**config.mk**
```make
export PLATFORM = sky130hd
export DESIGN_NAME = pwt_queue
export DESIGN_NICKNAME = d
export VERILOG_FILES = /design/src/rtl/pwt_pkg.sv /design/src/rtl/pwt_queue.sv
export SDC_FILE = /design/constraint.sdc
export NUM_CORES = 1
export LEC_CHECK = 0
export BUFFER_PORTS_ARGS = -buffer_cell sky130_fd_sc_hd__buf_2
export CORE_UTILIZATION = 40
export CTS_BUF_LIST = sky130_fd_sc_hd__clkbuf_4
export DETAILED_ROUTE_END_ITERATION = 8
export GPL_TIMING_DRIVEN = 0
export PLACE_DENSITY = 0.71
export SYNTH_ARGS = -nofsm -noshare
export SYNTH_HDL_FRONTEND = slang
export SYNTH_SLANG_ARGS = --single-unit
export TNS_END_PERCENT = 1
```
**constraint.sdc**
```tcl
create_clock -name clk_i -period 11.66 [get_ports clk_i]
set_input_delay 2.332 -clock clk_i [delete_from_list [all_inputs] [get_ports clk_i]]
set_output_delay 2.332 -clock clk_i [all_outputs]
set_load 0.02 [all_outputs]
```
**src/rtl/pwt_pkg.sv**
```systemverilog
// Shared types and constants for the page walker with TLB.
package pwt_pkg;

  localparam int unsigned VpnBits  = 9;
  localparam int unsigned TagBits  = 45;
  localparam int unsigned PpnBits  = 44;
  localparam int unsigned TlbSets  = 64;
  localparam int unsigned CfgIdxW  = 1;

  localparam logic [7:0] FlV = 8'h01;
  localparam logic [7:0] FlR = 8'h02;
  localparam logic [7:0] FlW = 8'h04;
  localparam logic [7:0] FlX = 8'h08;
  localparam logic [7:0] FlU = 8'h10;
  localparam logic [7:0] FlA = 8'h40;
  localparam logic [7:0] FlD = 8'h80;

  typedef enum logic [1:0] {
    MODE_REQ   = 2'd0,
    MODE_RESP  = 2'd1,
    MODE_FLUSH = 2'd2,
    MODE_NONE  = 2'd3
  } in_mode_e;

  typedef enum logic [1:0] {
    RES_READ  = 2'd0,
    RES_WB    = 2'd1,
    RES_DONE  = 2'd2,
    RES_FAULT = 2'd3
  } res_kind_e;

  typedef enum logic [1:0] {
    FC_NONE   = 2'd0,
    FC_PAGE   = 2'd1,
    FC_ACCESS = 2'd2
  } fault_e;

  localparam logic [CfgIdxW-1:0] CfgMode = 1'b0;
  localparam logic [CfgIdxW-1:0] CfgRoot = 1'b1;

  // One queued result beat, already classified by the front part.
  typedef struct packed {
    res_kind_e  kind;
    logic [63:0] addr;
    logic [7:0]  flags;
    fault_e      code;
    logic        last;
  } res_t;

  function automatic logic user_ok(logic [7:0] f, logic [1:0] priv, logic sum);
    if ((f & FlU) != 8'h00) return (priv == 2'd0) || sum;
    return priv != 2'd0;
  endfunction

  function automatic logic perm_ok(logic [7:0] f, logic [1:0] kind);
    logic [3:0] need;
    need = (kind == 2'd0) ? 4'h0 : (4'h1 << kind);
    return (f[3:0] & need) == need;
  endfunction

endpackage

```
**src/rtl/pwt_queue.sv**
```systemverilog
// Two-entry result queue between the translation core and the output port.
module pwt_queue
  import pwt_pkg::*;
(
  input  logic clk_i,
  input  logic rst_ni,
  input  logic push_i,
  input  res_t push_data_i,
  input  logic push2_i,
  input  res_t push2_data_i,
  output logic empty_o,
  output logic pop_valid_o,
  output res_t pop_data_o
);

  res_t mem_q [2];
  logic [1:0] cnt_q, cnt_d;
  logic       rd_q;
  logic       wr_q;

  assign empty_o     = (cnt_q == 2'd0);
  assign pop_valid_o = !empty_o;
  assign pop_data_o  = mem_q[rd_q];

  always_comb begin
    cnt_d = cnt_q;
    if (pop_valid_o) cnt_d = cnt_d - 2'd1;
    if (push_i) cnt_d = cnt_d + 2'd1;
    if (push2_i) cnt_d = cnt_d + 2'd1;
  end

  always_ff @(posedge clk_i or negedge rst_ni) begin
    if (!rst_ni) begin
      cnt_q <= 2'd0;
      rd_q  <= 1'b0;
      wr_q  <= 1'b0;
    end else begin
      cnt_q <= cnt_d;
      if (pop_valid_o) rd_q <= ~rd_q;
      if (push_i && push2_i) wr_q <= wr_q;
      else if (push_i) wr_q <= ~wr_q;
    end
  end

  always_ff @(posedge clk_i) begin
    if (push_i) mem_q[wr_q] <= push_data_i;
    if (push_i && push2_i) mem_q[~wr_q] <= push2_data_i;
  end

endmodule

```
==> impl_metrics.yaml, run 1 <==
route:
  first_pass_iters: 4
  via_count: 4704
  avgRoutedWirePerCell_um: 17.86
  drc: 0
  drt_wl_total_mm: 17.23
  vias_per_cell: 4.875
  antenna_left: 0
  drt_iter0_drc: 151
setup_path:
  required_ns: 9.33
  reg2regPathDepth: 3
  rr_endpoint: "mem_q[0][6]"
  start_kind: "flop"
  crit_type: "reg2out"
  r2r_setup_slack_ns: 9.84
  critPathLaunch: "rd_q"
  crit_path_end_kind: "primary output"
  cp_max_fo: 10
  regToRegStartpoint: "wr_q"
  arrival_ns: 2.21
die:
  core.rowCount: 50
  coreArea_um2: 18830
  ioPinCount: 237
  die_w_um: 141.3
  start_util_pct: 41.19
  fp.dieH_um: 141.3
  fp.dieArea_um2: 19950
timing:
  tightest_slew_ns: 0.6166
  slew_headroom_pct: 58.79
  whs_ns: 0.6251
  min_period_ns: 4.542
  slew_violations: 0
  timing.final.crit_share_pct: 38.96
  finClkSkew_ns: 0.02084
  fmax_mhz: 220.2
  finalSetupViolations: 0
  rsz0062_at_grt: "no"
  hold_viol: 0
yosys:
  ys_seq_elements: 158
  synthesis.instances: 433
  netlist.top_cell.by_area: "edfxtp_1"
  ys_types: 20
  syn_nets: 591
  ys_warn_count: 0
  synthTopCellsByArea: "edfxtp_1 (60%), mux2_2 (25%), mux2_4 (5.8%)"
  synth_top_area_share_pct: 59.62
  ys_seq_area_share_pct: 60.91
  syn_area_per_cell_um2: 17.91
  synth_area_um2: 7756
hold_path:
  hp-class: "reg2reg"
  min_from: "cnt_q[0]"
  hold_end: "cnt_q[0]"
  holdPathStages: 2
finish:
  seq_area_um2: 4725
  syn2layout_area_growth_pct: 25.00
  drive_gt1_share_pct: 71.23
  most-common-layout-cells: "buf_2 (251), mux2_2 (171), edfxtp_1 (154)"
  layout.nets: 848
  final_common_cell: "buf_2"
  nFillCells: 1621
  multi_input_area_um2: 2853
clocking:
  clk_pin_slew_worst_paths_ns: 0.12
  insertion_delay_ns: 0.56
  cts.path.max_buffers: 2
  cts_tree: "done"
  cts_root_buf: "clkbuf_4"
  cts_buffers: 17
  clkSinkCount: 158
  post_cts_resized: 0
  post-cts-setup-buffers: 0
  htree_levels: 4
  hold_buffers: 0
placement:
  gp_congestion: 0.7263
  hpwl_mm: 12.25
  place.port_buffers: 234
run_status:
  outcome: "finished, final reports clean"
global_route:
  grtUsageTotal_pct: 17.82
  grt_pass1_vias: 5124
  grt_max_degree: 44
  gr-total-overflow: 0
  antenna_found_initial: 3
  grt_first_pass_wirelength_mm: 26.56
power:
  power_density_nw_per_um2: 193.2
  seqPwrFrac_pct: 41.0
  p_sw_w: 0.0006290
  combPwrFrac_pct: 39.0
  total_power_w: 0.001873
  cellLeakagePower_nw: 3.923
  clockPowerShare_pct: 20.0
  swShare_pct: 33.58
  cell_internal_pwr_w: 0.001244
  peakVddDrop_mv: 0.09423
flow_run:
  maxCapViolations: 0
-- area by class of cell --
type	instances	share of cell area (%)
diodes	3	0.07743
plain buffers	27	1.962
clock buffers	18	1.394
clock inverters	13	1.923
inverters	2	0.07743
multi-input cells	246	29.42
flip-flops and latches	158	48.73
well taps	260	3.355
repair buffers	238	13.06
-- worst max path at each step --
stage,end
final,pop_data_o[51]
after global routing,pop_data_o[47]
after CTS,pop_data_o[47]
after detailed placement,pop_data_o[47]
after global placement,mem_q[0][0]
after floorplan,mem_q[0][0]
-- critical path: stages, from the launching register on --
cell	delay, ns
dfrtp_1	0.34
buf_2	0.18
buf_2	0.30
buf_2	0.33
mux2_2	0.37
buf_2	0.16
-- metal layers --
layer  track usage [%]  part of all wire (%)  vias up
li1                  -                     -     2213
met1             19.83                    39     2319
met2             31.74                    52      151
met3             5.602                   6.6       21
met4             6.865                   1.8        0
met5                 0                     0        -
-- kinds of logic after synthesis --
family          Yosys count  synth area share [%]
mux                     231                 34.99
flops                   158                 60.91
buf+inv                  29                 2.549
simple gates              8                0.8389
xor+xnor                  4                0.4516
compound gates            3                0.2581
-- Yosys cell counts --
cell and number:
a21oi_1 1, dfrtp_1 4, mux2_1 30, nor2b_1 1, xnor2_1 4, o21a_1 1
buf_6 8, mux2_4 30, nor2_1 1, nand3_2 1, buf_2 17, nor3_1 2
a21boi_0 1, nand2b_1 1, and4_1 1, inv_1 2, buf_4 2, edfxtp_1 154
nand3b_4 1, mux2_2 171
-- registers in the layout, indices dropped and copies added, names as in the netlist --
name,count
wr_q,1
mem_q,154
cnt_q,2
rd_q,1
-- stage by stage --
stage / area, um2 / setup WS [ns] / cells / setup TNS [ns] / utilization, %
final: 9696 / 7.118 / 965 / 0 / 51.49
after global routing: 9696 / 6.920 / 965 / 0 / 51.49
after CTS: 9688 / 6.999 / 962 / 0 / 51.45
after global placement: 9253 / -0.8281 / 927 / -63.50 / 49.14
after detailed placement: 9366 / 7.649 / 931 / 0 / 49.74
after floorplan: 7756 / 2.917 / 433 / 0 / -
-- power groups by stage --
stage,logic (W),registers (W),clock network (W)
floorplan,0.000508,0.000783,0
global placement,0.000717,0.000795,0
detailed placement,0.000744,0.000782,0
CTS,0.000747,0.000769,0.000383
global route,0.000782,0.000776,0.000407
finish,0.000731,0.000767,0.000374
No activity file was read; power rests on OpenSTA's default activity.
==> inputs of run 2 (changes only) <==
- PLACE_DENSITY: 0.71 -> 0.73
- clock period: 11.66 -> 3.65 ns (I/O delays scaled with it)
==> run 2 against run 1 <==
Non-clock buffer count is 1 higher. Combinational power rose to 3.2 times the previous value. Critical path depth unchanged. Via count grew 1.6%. Core utilization rose by 0.47 points. First-iteration DRC count down 6.6%. Sequential power grew to 3.2 times the previous value. Setup slack lost 6.4 ns. Clock skew about the same. Die area did not move. Cell area up 0.90%. Hold slack worse by 0.17 ns.
==> impl_metrics.yaml, run 2 (synthesis results as in run 1) <==
timing:
  hold_viol: 0
  finClkSkew_ns: 0.02056
  slew_violations: 0
  setup_ws_ns: 0.7167
  finalSetupViolations: 0
  tightest_slew_ns: 0.6242
  fmax_mhz: 340.9
  rsz0062_at_grt: "no"
  timing.final.crit_share_pct: 80.36
  tns_ns: 0
  slew_headroom_pct: 58.28
  min_period_ns: 2.933
setup_path:
  crit_path_cell_trace: "buf_2, buf_2, buf_2, mux2_2, buf_2"
  cp_max_fo: 10
  crit_top_cell: "buf_2"
  start_kind: "flop"
  crit_type: "reg2out"
  required_ns: 2.92
  crit_buf_inv: 4
  slowest_stage: "mux2_2"
  crit_path_end_kind: "primary output"
  arrival_ns: 2.20
  path_delay_family: "buffers and inverters"
  cpPeakStageDelay_ns: 0.37
clocking:
  insertion_delay_ns: 0.56
  clk_pin_slew_worst_paths_ns: 0.14
  htree_levels: 4
  cts.path.max_buffers: 2
  cts_buffers: 17
  post-cts-setup-buffers: 0
  cts_tree: "done"
  cts_root_buf: "clkbuf_4"
  clkSinkCount: 158
global_route:
  gr-total-overflow: 0
  antenna_found_initial: 2
  grtUsageTotal_pct: 17.50
  grt_first_pass_wirelength_mm: 26.19
  grt_max_degree: 60
  grt_pass1_vias: 5073
power:
  combPwrFrac_pct: 37.6
  swShare_pct: 32.29
  cell_internal_pwr_w: 0.004195
  seqPwrFrac_pct: 39.6
  clockPowerShare_pct: 22.8
  power_density_nw_per_um2: 633.2
  peakVddDrop_mv: 0.3022
  cellLeakagePower_nw: 3.970
  p_sw_w: 0.002000
die:
  ioPinCount: 237
  coreArea_um2: 18830
  fp.dieArea_um2: 19950
  die_w_um: 141.3
  fp.dieH_um: 141.3
  core.rowCount: 50
  start_util_pct: 41.19
finish:
  design_area_um2: 9783
  most-common-layout-cells: "buf_2 (251), mux2_2 (171), edfxtp_1 (154)"
  final_common_cell: "buf_2"
  syn2layout_area_growth_pct: 26.13
  drive_gt1_share_pct: 71.31
  top_register: "mem_q"
  post-route-util_pct: 51.95
  layout.nets: 849
  nFillCells: 1603
  largest_reg_flops: 154
  fin_cells: 966
  top_regs: "mem_q (154), cnt_q (2)"
route:
  drt_iter0_drc: 141
  vias_per_cell: 4.947
  antenna_left: 0
  drc: 0
  via_count: 4779
  drt_wl_total_mm: 16.97
  first_pass_iters: 4
  avgRoutedWirePerCell_um: 17.57
placement:
  dpl_cell_area_um2: 9366
  place_inst: 931
  place.port_buffers: 234
  detailedPlace.worstSlack_ns: 1.236
  gp_congestion: 0.7401
  hpwl_mm: 12.16
run_status:
  outcome: "finished, final reports clean"
hold_path:
  hp-class: "in2reg"
flow_run:
  maxCapViolations: 0
-- run 2: metal layers --
layer	track usage [%]	vias to the layer above	wire length [um]
met4	6.751	0	406
met5	0	-	0
met3	4.860	30	956
li1	-	2219	-
met1	19.56	2371	6808
met2	31.55	159	8802
-- run 2: area by class of cell --
class	instances	area [um2]	share of cell area [%]
multi-input combinational	246	2853	29.16
buffer	27	190.2	1.944
antenna	2	5.005	0.05116
clock inverter	13	259.0	2.647
tap	260	325.3	3.325
clock buffer	19	142.6	1.458
sequential	158	4725	48.29
inverter	2	7.507	0.07674
timing repair buffer	239	1276	13.05
-- run 2: per-stage QoR --
stage	total power (W)	hold WS [ns]
finish	0.006195	0.4578
global route	0.006487	0.4100
CTS	0.006286	0.4017
detailed placement	0.004863	0.5414
global placement	0.004790	0.5372
floorplan	0.004105	0.4344
-- run 2: what timing repair did --
item / 4_1_cts / 5_1_grt
hold buffers: 1 / 0
resized for setup: 0 / 0
hold endpoints to repair: 4 / 0
-- run 2: power groups by stage --
| stage | Sequential, W | Combinational [W] | Clock [W] |
|---|---|---|---|
| after detailed placement | 0.00250 | 0.00237 | 0 |
| after global placement | 0.00251 | 0.00228 | 0 |
| after floorplan | 0.00248 | 0.00162 | 0 |
| after global routing | 0.00248 | 0.00249 | 0.00152 |
| after CTS | 0.00245 | 0.00238 | 0.00145 |
| final | 0.00245 | 0.00233 | 0.00141 |
-- run 2: final timing paths --
| kind | depth (start not counted) | endpoint | slack, ns | from |
|---|---|---|---|---|
| setup / recovery | 5 | pop_data_o[51] | 0.72 | rd_q |
| setup reg to reg | 4 | mem_q[1][68] | 1.93 | wr_q |
| hold / removal | 2 | mem_q[1][70] | 0.46 | push2_data_i[70] |
| min in group asynchronous | 2 | rd_q | 0.55 | rst_ni |
| hold reg to reg | 2 | cnt_q[1] | 0.63 | cnt_q[1] |
| max in group asynchronous | 2 | wr_q | 2.99 | rst_ni |
==> inputs of run 3 (changes only) <==
- clock period: 3.65 -> 2.6 ns (I/O delays scaled with it)
==> run 3 against run 2 <==
Core utilization hardly changed. Cell count rose by 0.31%. Cell area about the same. Wire length increased by 2.4%. Flip-flop and latch count stayed put. Critical endpoint is now pop_data_o[66]. Total power grew 40%. Global-route usage up 0.28 points. Non-clock buffer count stayed put. Sequential power rose by 40%. Count of clock-buffer cells in the layout fell by 1. Sequential share of layout area about the same.
==> impl_metrics.yaml, run 3 (synthesis results as in run 1) <==
flow_run:
  maxCapViolations: 0
timing:
  rsz0062_at_grt: "no"
  tightest_slew_ns: 0.6374
  hold_viol: 0
  fmax_mhz: 407.2
  finClkSkew_ns: 0.01232
  finalSetupViolations: 0
  slew_headroom_pct: 57.40
  slew_violations: 0
  min_period_ns: 2.456
  timing.final.crit_share_pct: 94.47
power:
  clockPowerShare_pct: 21.7
  seqPwrFrac_pct: 39.7
  swShare_pct: 32.85
  combPwrFrac_pct: 38.6
  cell_internal_pwr_w: 0.005818
  cellLeakagePower_nw: 3.965
  total_power_w: 0.008664
  p_sw_w: 0.002846
  peakVddDrop_mv: 0.3748
  power_density_nw_per_um2: 885.1
finish:
  syn2layout_area_growth_pct: 26.21
  drive_gt1_share_pct: 71.12
  most-common-layout-cells: "buf_2 (247), mux2_2 (171), edfxtp_1 (154)"
  seq_area_um2: 4725
  nFillCells: 1575
  largest_reg_flops: 154
  top_register: "mem_q"
  post-route-util_pct: 51.99
  final_common_cell: "buf_2"
  multi_input_area_um2: 2853
  top_regs: "mem_q (154), cnt_q (2)"
  layout.nets: 849
setup_path:
  critPathLaunch: "rd_q"
  arrival_ns: 1.94
  crit_path_end_kind: "primary output"
  r2r_setup_slack_ns: 0.88
  rr_endpoint: "mem_q[1][72]"
  start_kind: "flop"
  cp_max_fo: 10
  crit_type: "reg2out"
  regToRegStartpoint: "wr_q"
  required_ns: 2.08
  reg2regPathDepth: 4
clocking:
  cts_tree: "done"
  clk_pin_slew_worst_paths_ns: 0.15
  cts_buffers: 17
  cts.path.max_buffers: 2
  insertion_delay_ns: 0.55
  clkSinkCount: 158
  cts_root_buf: "clkbuf_4"
  htree_levels: 4
  post-cts-setup-buffers: 0
placement:
  hpwl_mm: 12.30
  place.port_buffers: 234
  gp_congestion: 0.7297
route:
  antenna_left: 0
  drc: 0
  drt_iter0_drc: 186
  avgRoutedWirePerCell_um: 17.94
  vias_per_cell: 4.942
  first_pass_iters: 4
  drt_wl_total_mm: 17.38
  via_count: 4789
die:
  core.rowCount: 50
  ioPinCount: 237
  start_util_pct: 41.19
  fp.dieArea_um2: 19950
  coreArea_um2: 18830
  fp.dieH_um: 141.3
  die_w_um: 141.3
hold_path:
  holdPathStages: 2
  hold_end: "mem_q[1][51]"
  hp-class: "in2reg"
  min_from: "push2_data_i[51]"
global_route:
  grt_pass1_vias: 5211
  antenna_found_initial: 5
  gr-total-overflow: 0
  grtUsageTotal_pct: 17.78
  grt_max_degree: 57
  grt_first_pass_wirelength_mm: 26.65
run_status:
  outcome: "finished, final reports clean"
## run 3: cell count changes in the layout (fill, tap and decap cells not counted), sizes merged
cell,before,now
clkinvlp,2,1
clkinv,2,4
bufinv,7,6
diode,2,6
buf,265,264
## run 3: power by group through the flow
stage	clock (W)	combinational, W	sequential (W)
finish	0.00188	0.00334	0.00344
detailed placement	0	0.00334	0.00351
global placement	0	0.00321	0.00351
floorplan	0	0.00228	0.00348
CTS	0.00193	0.00338	0.00344
global route	0.00204	0.00355	0.00348
## run 3: how the worst max path moves through the flow
stage                     endpoint  slack [ns]  cells past startpoint
floorplan              mem_q[1][0]       -0.30                      2
CTS                 pop_data_o[63]       0.002                      5
detailed placement  pop_data_o[55]        0.39                      5
global placement      mem_q[1][11]       -1.40                      2
global route        pop_data_o[58]       0.002                      5
finish              pop_data_o[66]        0.14                      5
## run 3: through the flow
stage / setup TNS, ns / cell area [um2] / setup slack (ns) / hold WS (ns) / cells
after floorplan: -22.75 / 7767 / -0.2954 / 0.2244 / 433
after global placement: -157.31 / 9264 / -1.396 / 0.3289 / 927
after detailed placement: 0 / 9366 / 0.3946 / 0.3317 / 931
after CTS: 0 / 9761 / 0.002429 / 0.1949 / 963
after global routing: 0 / 9789 / 0.002185 / 0.1842 / 969
final: 0 / 9789 / 0.1439 / 0.2581 / 969
## run 3: repair_timing
action	CTS	global route
hold buffers	1	0
gates resized for setup	4	4
hold endpoints to repair	4	0
setup endpoints to repair	20	20
## run 3: layout make-up
| type | instances | area share [%] |
|---|---|---|
| flip-flops and latches | 158 | 48.26 |
| multi-input cells | 246 | 29.14 |
| repair buffers | 239 | 13.04 |
| well taps | 260 | 3.323 |
| clock inverters | 13 | 2.428 |
| plain buffers | 27 | 2.198 |
| clock buffers | 18 | 1.380 |
| diodes | 6 | 0.1534 |
| inverters | 2 | 0.07669 |
## run 3: worst max-delay path: stages (launching register included)
cell and delay [ns]:
dfrtp_1 0.34, buf_2 0.19, buf_8 0.18, buf_6 0.17
mux2_2 0.35, buf_2 0.16
## run 3: routing by layer
layer / up-vias / GRT usage (%) / wire [um] / part of all wire (%)
met5: - / 0 / 0 / 0
met4: 0 / 6.808 / 301 / 1.7
met2: 157 / 32.36 / 9231 / 53
met3: 16 / 5.029 / 872 / 5.0
met1: 2393 / 19.56 / 6976 / 40
li1: 2223 / - / - / -
